**src/rtl/core/woc_pkg.sv**
```systemverilog
// Shared types, constants and helpers for the word occurrence counter.
package woc_pkg;

    localparam int MAX_PATTERN_DEF = 16;
    localparam int COUNT_BITS_DEF  = 32;
    localparam int CFG_IDX_W       = 2;
    localparam int CFG_DATA_W      = 64;
    localparam int BYTE_W          = 8;
    localparam int LEN_REG_W       = 5;
    localparam int LEN_W           = 8;
    localparam int OUT_COUNT_W     = 32;
    localparam int PAT_REG_BYTES   = 8;

    typedef enum logic [CFG_IDX_W-1:0] {
        CFG_PAT_LO  = 2'd0,
        CFG_PAT_HI  = 2'd1,
        CFG_PAT_LEN = 2'd2,
        CFG_WHOLE   = 2'd3
    } t_cfg_idx;

    // Per-cell status handed back to the top level
    typedef struct packed {
        logic match_ok;
        logic word_char;
    } t_cell_stat;

    // Letters and dash belong to a word
    function automatic logic is_word_char(input logic [BYTE_W-1:0] c);
        return ((c >= 8'h41) && (c <= 8'h5A)) ||
               ((c >= 8'h61) && (c <= 8'h7A)) ||
               (c == 8'h2D);
    endfunction

endpackage

```
**src/rtl/core/woc_cell.sv**
```systemverilog
// One history cell: holds a text byte and checks the byte shifting into it.
module woc_cell (
    input  logic                        i_clk,
    input  logic                        i_rst_n,
    input  logic                        i_shift,
    input  logic                        i_clear,
    input  logic [woc_pkg::BYTE_W-1:0]  i_byte,
    input  logic                        i_valid,
    input  logic [woc_pkg::BYTE_W-1:0]  i_pat_byte,
    input  logic                        i_in_use,
    output logic [woc_pkg::BYTE_W-1:0]  o_byte,
    output logic                        o_valid,
    output woc_pkg::t_cell_stat         o_stat
);

    logic [woc_pkg::BYTE_W-1:0] r_byte;
    logic                       r_valid;

    always_ff @(posedge i_clk) begin
        if (i_shift) begin
            r_byte <= i_clear ? '0 : i_byte;
        end
    end

    always_ff @(posedge i_clk) begin
        if (!i_rst_n) begin
            r_valid <= 1'b0;
        end else if (i_shift) begin
            r_valid <= i_clear ? 1'b0 : i_valid;
        end
    end

    // A cell outside the pattern length never blocks a match
    assign o_stat.match_ok  = !i_in_use || (i_byte == i_pat_byte);
    assign o_stat.word_char = woc_pkg::is_word_char(i_byte);
    assign o_byte           = r_byte;
    assign o_valid          = r_valid;

endmodule

```
**src/rtl/core/word_occurrence_counter.sv**
```systemverilog
// Word occurrence counter: counts a configured byte pattern in a byte stream.
//
// Text bytes enter on the s_axis channel, one byte per item, with tlast on
// the final byte of a text. Every accepted item yields exactly one result
// item on m_axis: tdata carries the running count, tuser flags that this item
// confirmed an occurrence, tlast marks the count that covers the whole text.
// In whole-word mode a match is confirmed by the byte after it, so its count
// shows up on the following item (or on the same item at end of text).
// The result is registered and valid in the cycle after acceptance; throughput
// is one item per cycle while the receiver does not stall. A row of
// MAX_PATTERN+1 cells holds the byte history and compares all positions in parallel,
// so the rate is set by that single compare-and-count path, not by any loop.
// The pattern is written through the cfg port (index 0/1 pattern bytes,
// 2 length, 3 whole-word mode) between items.
// Reset clears history, count and config (length 1, plain mode). When the
// receiver stalls the result is held in the output register and s_axis_tready
// drops until it is taken; an item is still accepted in the cycle the held
// result leaves. After a tlast item all text state returns to zero.
module word_occurrence_counter #(
    parameter int MAX_PATTERN = woc_pkg::MAX_PATTERN_DEF,
    parameter int COUNT_BITS  = woc_pkg::COUNT_BITS_DEF
) (
    input  logic                              i_clk,
    input  logic                              i_rst_n,
    input  logic                              i_cfg_we,
    input  logic [woc_pkg::CFG_IDX_W-1:0]     i_cfg_index,
    input  logic [woc_pkg::CFG_DATA_W-1:0]    i_cfg_wdata,
    input  logic                              s_axis_tvalid,
    output logic                              s_axis_tready,
    input  logic [7:0]                        s_axis_tdata,   // [7:0] text_byte
    input  logic                              s_axis_tlast,   // end_of_text
    output logic                              m_axis_tvalid,
    input  logic                              m_axis_tready,
    output logic [31:0]                       m_axis_tdata,   // [31:0] occurrence_count
    output logic                              m_axis_tuser,   // occurrence_found
    output logic                              m_axis_tlast    // count_final
);

    localparam int NCELL  = MAX_PATTERN + 1;
    localparam int SEL_W  = $clog2(NCELL);
    localparam int PIDX_W = (MAX_PATTERN > 1) ? $clog2(MAX_PATTERN) : 1;
    localparam int BW     = woc_pkg::BYTE_W;
    localparam int LW     = woc_pkg::LEN_W;
    localparam logic [COUNT_BITS-1:0] CNT_MAX = '1;

    // Configuration
    logic [woc_pkg::CFG_DATA_W-1:0] r_pat_lo;
    logic [woc_pkg::CFG_DATA_W-1:0] r_pat_hi;
    logic [woc_pkg::LEN_REG_W-1:0]  r_pat_len;
    logic                           r_whole;

    always_ff @(posedge i_clk) begin
        if (!i_rst_n) begin
            r_pat_lo  <= '0;
            r_pat_hi  <= '0;
            r_pat_len <= woc_pkg::LEN_REG_W'(1);
            r_whole   <= 1'b0;
        end else if (i_cfg_we) begin
            case (woc_pkg::t_cfg_idx'(i_cfg_index))
                woc_pkg::CFG_PAT_LO:  r_pat_lo  <= i_cfg_wdata;
                woc_pkg::CFG_PAT_HI:  r_pat_hi  <= i_cfg_wdata;
                woc_pkg::CFG_PAT_LEN: r_pat_len <= i_cfg_wdata[woc_pkg::LEN_REG_W-1:0];
                woc_pkg::CFG_WHOLE:   r_whole   <= i_cfg_wdata[0];
                default: ;
            endcase
        end
    end

    // Clamp length to 1..MAX_PATTERN
    logic [LW-1:0] len_raw;
    logic [LW-1:0] len_eff;
    logic [LW-1:0] len_m1;

    assign len_raw = LW'(r_pat_len);
    always_comb begin
        if (len_raw == '0) begin
            len_eff = LW'(1);
        end else if (len_raw > LW'(MAX_PATTERN)) begin
            len_eff = LW'(MAX_PATTERN);
        end else begin
            len_eff = len_raw;
        end
    end
    assign len_m1 = len_eff - LW'(1);

    // Pattern bytes; positions past the two registers read as zero
    logic [BW-1:0] pat_bytes [MAX_PATTERN];

    for (genvar j = 0; j < MAX_PATTERN; j++) begin : g_pat
        if (j < woc_pkg::PAT_REG_BYTES) begin : g_lo
            assign pat_bytes[j] = r_pat_lo[j*BW +: BW];
        end else if (j < 2 * woc_pkg::PAT_REG_BYTES) begin : g_hi
            assign pat_bytes[j] = r_pat_hi[(j - woc_pkg::PAT_REG_BYTES)*BW +: BW];
        end else begin : g_zero
            assign pat_bytes[j] = '0;
        end
    end

    // Handshake
    logic r_out_valid;
    logic fire;

    assign s_axis_tready = !r_out_valid || m_axis_tready;
    assign fire          = s_axis_tvalid && s_axis_tready;

    // Cell row: cell k sees the byte that lands at history position k
    logic [BW-1:0]       chain_byte  [NCELL+1];
    logic                chain_valid [NCELL+1];
    woc_pkg::t_cell_stat cell_stat   [NCELL];
    logic [NCELL-1:0]    cell_ok;
    logic [NCELL-1:0]    in_valid;
    logic [NCELL-1:0]    in_word;

    assign chain_byte[0]  = s_axis_tdata;
    assign chain_valid[0] = 1'b1;

    for (genvar k = 0; k < NCELL; k++) begin : g_cell
        logic [LW-1:0] pidx;
        logic [BW-1:0] pat_k;
        logic          in_use;

        assign pidx   = len_m1 - LW'(k);
        assign in_use = (LW'(k) < len_eff);
        if (k < MAX_PATTERN) begin : g_sel
            assign pat_k = pat_bytes[pidx[PIDX_W-1:0]];
        end else begin : g_none
            assign pat_k = '0;
        end

        woc_cell u_cell (
            .i_clk      (i_clk),
            .i_rst_n    (i_rst_n),
            .i_shift    (fire),
            .i_clear    (s_axis_tlast),
            .i_byte     (chain_byte[k]),
            .i_valid    (chain_valid[k]),
            .i_pat_byte (pat_k),
            .i_in_use   (in_use),
            .o_byte     (chain_byte[k+1]),
            .o_valid    (chain_valid[k+1]),
            .o_stat     (cell_stat[k])
        );

        assign cell_ok[k]  = cell_stat[k].match_ok;
        assign in_valid[k] = chain_valid[k];
        assign in_word[k]  = cell_stat[k].word_char;
    end

    // Match and whole-word decisions
    logic                  r_pending;
    logic [COUNT_BITS-1:0] r_count;
    logic                  pend_hit;
    logic                  match;
    logic                  bound_ok;
    logic                  new_hit;
    logic                  n_pending;
    logic [COUNT_BITS:0]   sum;
    logic [COUNT_BITS-1:0] n_count;

    assign pend_hit = r_pending && !in_word[0];
    assign match    = in_valid[len_m1[SEL_W-1:0]] && (&cell_ok);
    assign bound_ok = !in_valid[len_eff[SEL_W-1:0]] || !in_word[len_eff[SEL_W-1:0]];

    always_comb begin
        new_hit   = 1'b0;
        n_pending = 1'b0;
        if (match) begin
            if (!r_whole) begin
                new_hit = 1'b1;
            end else if (bound_ok) begin
                if (s_axis_tlast) begin
                    new_hit = 1'b1;
                end else begin
                    n_pending = 1'b1;
                end
            end
        end
    end

    // Saturating add of up to two confirmations
    assign sum     = {1'b0, r_count} + (COUNT_BITS+1)'(pend_hit) + (COUNT_BITS+1)'(new_hit);
    assign n_count = sum[COUNT_BITS] ? CNT_MAX : sum[COUNT_BITS-1:0];

    logic [woc_pkg::OUT_COUNT_W-1:0] out_count;
    if (COUNT_BITS >= woc_pkg::OUT_COUNT_W) begin : g_cnt_trunc
        assign out_count = n_count[woc_pkg::OUT_COUNT_W-1:0];
    end else begin : g_cnt_ext
        assign out_count = woc_pkg::OUT_COUNT_W'(n_count);
    end

    always_ff @(posedge i_clk) begin
        if (!i_rst_n) begin
            r_pending <= 1'b0;
            r_count   <= '0;
        end else if (fire) begin
            r_pending <= s_axis_tlast ? 1'b0 : n_pending;
            r_count   <= s_axis_tlast ? '0 : n_count;
        end
    end

    // Output register
    logic [woc_pkg::OUT_COUNT_W-1:0] r_out_count;
    logic                            r_out_found;
    logic                            r_out_final;

    always_ff @(posedge i_clk) begin
        if (!i_rst_n) begin
            r_out_valid <= 1'b0;
        end else if (fire) begin
            r_out_valid <= 1'b1;
        end else if (m_axis_tready) begin
            r_out_valid <= 1'b0;
        end
    end

    always_ff @(posedge i_clk) begin
        if (fire) begin
            r_out_count <= out_count;
            r_out_found <= pend_hit || new_hit;
            r_out_final <= s_axis_tlast;
        end
    end

    assign m_axis_tvalid = r_out_valid;
    assign m_axis_tdata  = r_out_count;
    assign m_axis_tuser  = r_out_found;
    assign m_axis_tlast  = r_out_final;

`ifndef SYNTHESIS
    a_clear_on_last: assert property (@(posedge i_clk) disable iff (!i_rst_n)
        fire && s_axis_tlast |=> (r_count == '0) && !r_pending)
        else $error("text state not cleared after last item");

    a_count_monotonic: assert property (@(posedge i_clk) disable iff (!i_rst_n)
        fire && !s_axis_tlast |=> r_count >= $past(r_count))
        else $error("running count decreased inside a text");

    a_result_follows: assert property (@(posedge i_clk) disable iff (!i_rst_n)
        fire |=> r_out_valid)
        else $error("accepted item produced no result");

    a_found_moves_count: assert property (@(posedge i_clk) disable iff (!i_rst_n)
        fire && !s_axis_tlast && !(pend_hit || new_hit) |=> r_count == $past(r_count))
        else $error("count changed without a confirmed occurrence");
`endif

endmodule

```
**config.mk**
```make
export PLATFORM = sky130hd
export DESIGN_NAME = word_occurrence_counter
export DESIGN_NICKNAME = d
export VERILOG_FILES = /design/src/rtl/core/woc_pkg.sv /design/src/rtl/core/woc_cell.sv /design/src/rtl/core/word_occurrence_counter.sv
export SDC_FILE = /design/constraint.sdc
export NUM_CORES = 1
export LEC_CHECK = 0
export BUFFER_PORTS_ARGS = -buffer_cell sky130_fd_sc_hd__buf_2
export CORE_ASPECT_RATIO = 1.75
export CORE_MARGIN = 2
export CORE_UTILIZATION = 37
export CTS_CLUSTER_DIAMETER = 40
export DETAILED_ROUTE_END_ITERATION = 10
export PLACE_DENSITY = 0.53
export SYNTH_ARGS = -nofsm -noshare
export SYNTH_HDL_FRONTEND = slang
export SYNTH_SLANG_ARGS = --single-unit
```
**constraint.sdc**
```tcl
create_clock -name i_clk -period 21.3 [get_ports i_clk]
set_clock_uncertainty 0.05 [all_clocks]
set_input_delay 2.13 -clock i_clk [delete_from_list [all_inputs] [get_ports i_clk]]
set_output_delay 2.13 -clock i_clk [all_outputs]
set_load 0.005 [all_outputs]
```
==> results of run 1 <==
-- through the flow --
stage | worst slack [ns] | power, mW | util, % | cells
after floorplan | 13.08 | 0.9351 | - | 2131
after global placement | 11.38 | 1.033 | 39.58 | 2914
after detailed placement | 11.19 | 1.036 | 39.58 | 2914
after CTS | 11.15 | 1.794 | 42.02 | 2994
after global routing | 10.25 | 1.840 | 42.03 | 2995
final | 11.12 | 1.781 | 42.04 | 2997
-- power breakdown --
| group | switching (mW) | leakage, nW | internal (mW) | total (mW) |
|---|---|---|---|---|
| combinational | 0.151 | 4.93 | 0.104 | 0.254 |
| clock | 0.308 | 0.716 | 0.446 | 0.754 |
| sequential | 0.0442 | 3.12 | 0.728 | 0.772 |
| total | 0.503 | 8.76 | 1.28 | 1.78 |
-- critical path, stage by stage, from the launching register on --
cell and delay, ns:
dfxtp_1 0.53, or4_4 0.67, nand2_4 0.61, inv_6 0.43
ha_1 0.45, and3b_1 0.25, nor3_2 0.77, a21oi_1 0.16
xnor2_2 0.94, mux4_2 0.63, xor2_1 0.16, nor4_1 0.60
nand4_1 0.18, o21ai_0 0.19, nand4_1 0.16, or2_1 0.31
fa_1 0.43, inv_1 0.10, ha_1 0.13, and3_1 0.20
nand2_1 0.08, nor2_1 0.31, nand3_1 0.24, nor3_1 0.35
nand2b_1 0.26, buf_4 0.32, a41oi_1 0.26, o221a_2 0.21
-- how the worst min path moves through the flow --
| stage | end | start | slack, ns | cells past startpoint |
|---|---|---|---|---|
| after floorplan | r_pending | r_pending | 0.39 | 2 |
| after global placement | r_pending | r_pending | 0.41 | 2 |
| after detailed placement | g_cell[15].u_cell.o_valid | g_cell[15].u_cell.o_valid | 0.41 | 2 |
| after CTS | g_cell[15].u_cell.o_valid | g_cell[15].u_cell.o_valid | 0.42 | 2 |
| after global routing | g_cell[15].u_cell.o_valid | g_cell[15].u_cell.o_valid | 0.45 | 2 |
| final | g_cell[15].u_cell.o_valid | g_cell[15].u_cell.o_valid | 0.42 | 2 |
-- logic make-up after synthesis --
logic type	share of synthesized area, %
xor+xnor	6.040
flops	37.86
buf+inv	4.134
mux	21.96
simple gates	15.40
fa+ha+maj	0.3657
compound gates	14.24
-- final cells by class --
class                      count  area (um2)  area share, %
tap                          786       983.4          3.879
clock buffer                  63        1276          5.034
inverter                      85       329.1          1.298
multi-input combinational   1550       13190          52.01
clock inverter                17       195.2         0.7699
sequential                   346        8548          33.72
timing repair buffer         148       828.3          3.267
antenna                        2       5.005        0.01974
-- registers in the layout, summed over array words and instances, names as in the netlist --
name / count
m_axis_tlast: 1
g_cell.u_cell.o_byte: 128
r_pat_hi: 64
r_pat_len: 5
m_axis_tdata: 32
m_axis_tuser: 1
r_pending: 1
g_cell.u_cell.o_valid: 16
r_whole: 1
r_pat_lo: 64
m_axis_tvalid: 1
r_count: 32
-- metal layers --
metal	vias up	part of all wire [%]	track usage, %
met5	-	0	0
li1	8077	-	-
met1	9159	32	27.19
met2	777	51	50.13
met3	272	5.2	4.800
met4	0	11	26.44
-- cell usage in the layout (no fill, tap or decap), drive strengths merged, types with 7 or more instances in the layout --
cell type / Yosys / layout
nand2: 351 / 351
mux4: 190 / 190
dfxtp: 184 / 184
edfxtp: 162 / 162
nor2b: 152 / 152
a21boi: 148 / 148
buf: 26 / 147
inv: 85 / 90
xnor2: 80 / 80
xor2: 74 / 74
clkbuf: 124 / 64
a22oi: 54 / 54
a21oi: 49 / 49
mux2i: 42 / 42
o21ai: 38 / 38
nor2: 34 / 34
nor4: 31 / 31
nand3: 29 / 29
a221oi: 23 / 23
mux2: 23 / 23
a22o: 22 / 22
a31oi: 18 / 18
nand3b: 17 / 17
nand4: 16 / 16
and4b: 14 / 14
and3: 13 / 13
o41ai: 12 / 12
a2111oi: 10 / 10
nor3: 9 / 9
a222oi: 8 / 8
a41oi: 8 / 8
o22ai: 7 / 7
o221a: 7 / 7
clkinv: 0 / 7
==> impl_results.md, run 1 <==
- Measured slew at the worst slew-check pin: roughly 1.3 ns
- Worst hold margin: around 0.42 ns
- Leading area contributor after synthesis: edfxtp_1
- Critical Path AT: ~11 ns
- Postcts setup bufs: 0
- I/O Buffers: roughly 120
- Status: finished, final reports clean
- Layout Nets: 2,260
- R2r setup slk: ~11 ns
- Post-CTS Resized: 0
- Setup CP Type: register to register
- Core Box Area: roughly 60,000 um2
- Number of global-route vias before repair: between 15,000 and 20,000
- Synth top area share: 21.54%
- Pins Over Slew Limit: 0
- CTS Buf Count: 43
- Final Cycle Share: 47.77%
- Rows: between 100 and 150
- Routed WL per cell: a little under 30 um
- CP startpoint kind: register
- Die area: 63,090 um2
- Die Ht: ~330 um
- Worst VDD drop: between 50 and 60 uV
- Final critical-path required period: between 10 and 15 ns
- Post-synthesis cell area: about 23,000 um2
- Tightest Hold Check Type: register to register
- Leak: a little under 9 nW
- Initial DRC Count: 1,475
- Vias/cell: roughly 6.1
- Clk sink count: about 350
- FF-to-FF Start: r_pat_len[2]
- Largest net degree at the start of global routing: 114
- Post-Route WL: between 80,000 and 90,000 um
- Placed Area: between 20,000 and 25,000 um2
- RSZ-0062 raised after global routing: false
- Post-DP HPWL: between 60,000 and 70,000 um
- Initial Utilization: ~37%
- Most frequent cell after synthesis: nand2_1
- Worst skew pair latency: around 0.61 ns
- CP Capture Point: r_count[11]
- Total gr overflow: 0
- Most common library cells after synthesis: nand2_1 (350), mux4_2 (190), dfxtp_1 (184)
- Clock slew at reported path FFs: approximately 0.050 ns
- Yosys cell types: 71
- GPL Wtd Cong: roughly 1.1
- Hold-fix buffers, CTS: 0
- Antenna viol nets, final: 0
- Final instance area: 25,350 um2
- Pre-Repair DR Iteration Count: 7
- Ports: 116
- Max_cap viols: 0
- Final Hold Vio Count: 0
- #FFs+latches synth: between 300 and 400
- Synth Flop Type: dfxtp_1
- Share of the yosys chip area belonging to registers: between 30% and 40%
- EDFF count, synth: 162
- Syn Nets: 2,217
- Power per Cell Area: between 70 and 80 nW/um2
- Ys async rst share: 0%
- Buffer type at the clock tree root: clkbuf_16
- CTS H-tree depth: 2
- Setup TNS: 0 ns
- CTS tree: built
- Yosys warns: 0
- DR vias: about 18,000
- Die Span X: around 190 um
- Critical path peak fanout: 57
- Syn_area_per_cell: ~11 um2
- Headroom to the max-slew limit: between 10% and 20%
- Filler cells: 5,823
- Antenna violations before repair: 3
- Achievable frequency: roughly 0.1 GHz
- Share of cells above drive strength 1: about a fifth
- First-pass GRT wire length: 126,900 um
- CP Data Required Time: 21.77 ns
- Worst r2r path cells: 27
- All-Layer GR Usage: around 28%
- Clock buffer depth: 3
- Final setup fails: 0
- Largest cells by area after synthesis: edfxtp_1 (22%), mux4_2 (19%), dfxtp_1 (16%)
- Reg-to-reg endpoint: r_count[11]
- Type of destination of the critical path: register
- Crit. Startpoint: r_pat_len[2]
- Cells after Synth: ~2,100
- Synthesis-to-layout area growth: 12.28%
- DRC Markers: 0
No activity file was read; power rests on OpenSTA's default activity.
==> run 2: changes to the inputs <==
Clock period 21.3 ns to 9.8 ns, I/O delays scaled along.
==> run 2 against run 1 <==
Net effect: sequential power grew 120%; critical endpoint is now r_count[4]; combinational power up 120%; worst setup slack worse by 10 ns; wire length up 2.6%; sequential cell count unchanged; critical path depth is 2 higher; largest cell class unchanged; fmax grew 11%.
==> impl_results.md, run 2 (synthesis gave the netlist of run 1 again) <==
- Status: finished, final reports clean (unchanged)
- All-Layer GR Usage: 28.66% (was 28.10%)
- Die Span X: 190.7 um (unchanged)
- Ports: 116 (unchanged)
- Setup ws final: 0.6601 ns (was 11.12 ns)
- Synthesis-to-layout area growth: 12.74% (was 12.28%)
- I/O Buffers: 115 (unchanged)
- Filler cells: 5,839 (was 5,823)
- CTS Buf Count: 42 (was 43)
- Buffer type at the clock tree root: clkbuf_16 (unchanged)
- Critical path peak fanout: 36 (was 57)
- Largest register FFs: 128 (unchanged)
- Diode count: 0 (was 2)
- Clock buffer depth: 3 (unchanged)
- Placement Setup Slack: 0.8786 ns (was 11.19 ns)
- Commonest non-fill, non-tap cells in the layout: nand2_1 (349), mux4_2 (190), dfxtp_1 (184), edfxtp_1 (162), nor2b_1 (152) (unchanged)
- Initial Utilization: 37.44% (unchanged)
- DR vias: 18,311 (was 18,285)
- Worst path max stage delay: 0.84 ns (was 0.94 ns)
- Clock slew at reported path FFs: 0.07 ns (was 0.05 ns)
- Pwr Total: 3.850 mW (was 1.781 mW)
- Hold-fix buffers, CTS: 0 (unchanged)
- Post-CTS Resized: 0 (unchanged)
- Total gr overflow: 0 (unchanged)
- Post-Route WL: 90,350 um (was 88,020 um)
- Max_cap viols: 0 (unchanged)
- Leak: 8.834 nW (was 8.764 nW)
- CTS H-tree depth: 2 (unchanged)
- Tightest Hold Check Type: register to register (unchanged)
- Initial DRC Count: 1,437 (was 1,475)
- Number of global-route vias before repair: 17,873 (was 17,989)
- Setup TNS: 0 ns (unchanged)
- CTS tree: built (unchanged)
- Vias/cell: 6.089 (was 6.101)
- Layout Nets: 2,275 (was 2,260)
- First-pass GRT wire length: 128,300 um (was 126,900 um)
- Final critical-path required period: 9.140 ns (was 10.18 ns)
- Antenna violations before repair: 0 (was 3)
- DRC Markers: 0 (unchanged)
- Largest net degree at the start of global routing: 112 (was 114)
- Power per Cell Area: 151.2 nW/um2 (was 70.25 nW/um2)
- GPL Wtd Cong: 1.071 (was 1.056)
- CP startpoint kind: register (unchanged)
- Core Box Area: 60,300 um2 (unchanged)
- Pre-Repair DR Iteration Count: 8 (was 7)
- Setup CP Type: register to register (unchanged)
- Post-DP HPWL: 70,570 um (was 67,710 um)
- CP Data Required Time: 10.24 ns (was 21.77 ns)
- Most common cell after layout, fill and taps aside: nand2_1 (unchanged)
- Worst VDD drop: 150.3 uV (was 58.46 uV)
- Critical Path AT: 9.58 ns (was 10.64 ns)
- Final instance area: 25,460 um2 (was 25,350 um2)
- RSZ-0062 raised after global routing: false (unchanged)
- R2r setup slk: 0.66 ns (was 11.12 ns)
- Measured slew at the worst slew-check pin: 1.345 ns (was 1.260 ns)
- Worst skew pair latency: 0.58 ns (was 0.61 ns)
- Final Hold Vio Count: 0 (unchanged)
- Headroom to the max-slew limit: 9.487% (was 13.80%)
- Worst hold margin: 0.4128 ns (was 0.4198 ns)
- Final Cycle Share: 93.26% (was 47.77%)
- Share of cells above drive strength 1: 21.70% (was 21.28%)
- Achievable frequency: 0.1094 GHz (was 0.09827 GHz)
- Slowest cell on crit path: a2111oi_0 (was xnor2_2)
- Routed WL per cell: 30.05 um (was 29.37 um)
- Rows: 119 (unchanged)
- Final setup fails: 0 (unchanged)
- Die area: 63,090 um2 (unchanged)
- Placed Area: 24,020 um2 (was 23,870 um2)
- Postcts setup bufs: 0 (unchanged)
- Pins Over Slew Limit: 0 (unchanged)
- Antenna viol nets, final: 0 (unchanged)
- Clk sink count: 346 (unchanged)
- Die Ht: 330.8 um (unchanged)
- Type of destination of the critical path: register (unchanged)
==> run 2: per-stage QoR <==
stage,std cells,utilization [%]
finish,3007,42.21
CTS,3007,42.21
detailed placement,2931,39.84
floorplan,2131,-
global placement,2931,39.84
global route,3007,42.21
==> run 2: cell type report <==
class                      count  area [um2]  area share (%)
clock buffer                  52        1151           4.522
clock inverter                24       281.5           1.106
inverter                      85       329.1           1.293
multi-input combinational   1550       13180           51.76
sequential                   346        8548           33.58
tap                          786       983.4           3.863
timing repair buffer         164       985.9           3.873
==> run 2: critical path, delay by kind of cell (launching register included) <==
family | cells | cell delay (ns)
and+or+nand+nor | 16 | 5.01
AOI/OAI and AO/OA | 4 | 1.49
buffers and inverters | 5 | 0.98
adders and majority gates | 3 | 0.88
DFF | 1 | 0.46
xor gates and xnor gates | 1 | 0.15
==> run 2: power by group <==
group	internal (mW)	switching, mW
Combinational	0.230	0.324
Sequential	1.58	0.107
Clock	0.935	0.672
==> run 2: path summary, 6_finish.rpt <==
| kind | startpoint | to | depth (start not counted) |
|---|---|---|---|
| max | r_pat_len[1] | r_count[4] | 29 |
| min | r_pending | r_pending | 2 |
| max reg2reg | r_pat_len[1] | r_count[4] | 29 |
| min reg2reg | r_pending | r_pending | 2 |
==> run 2: per-layer routing <==
| layer | wire length (um) | vias to the layer above | GRT usage, % |
|---|---|---|---|
| li1 | - | 8089 | - |
| met1 | 28620 | 9179 | 27.89 |
| met2 | 46970 | 771 | 51.78 |
| met3 | 4850 | 272 | 4.365 |
| met4 | 9904 | 0 | 26.00 |
| met5 | 0 | - | 0 |
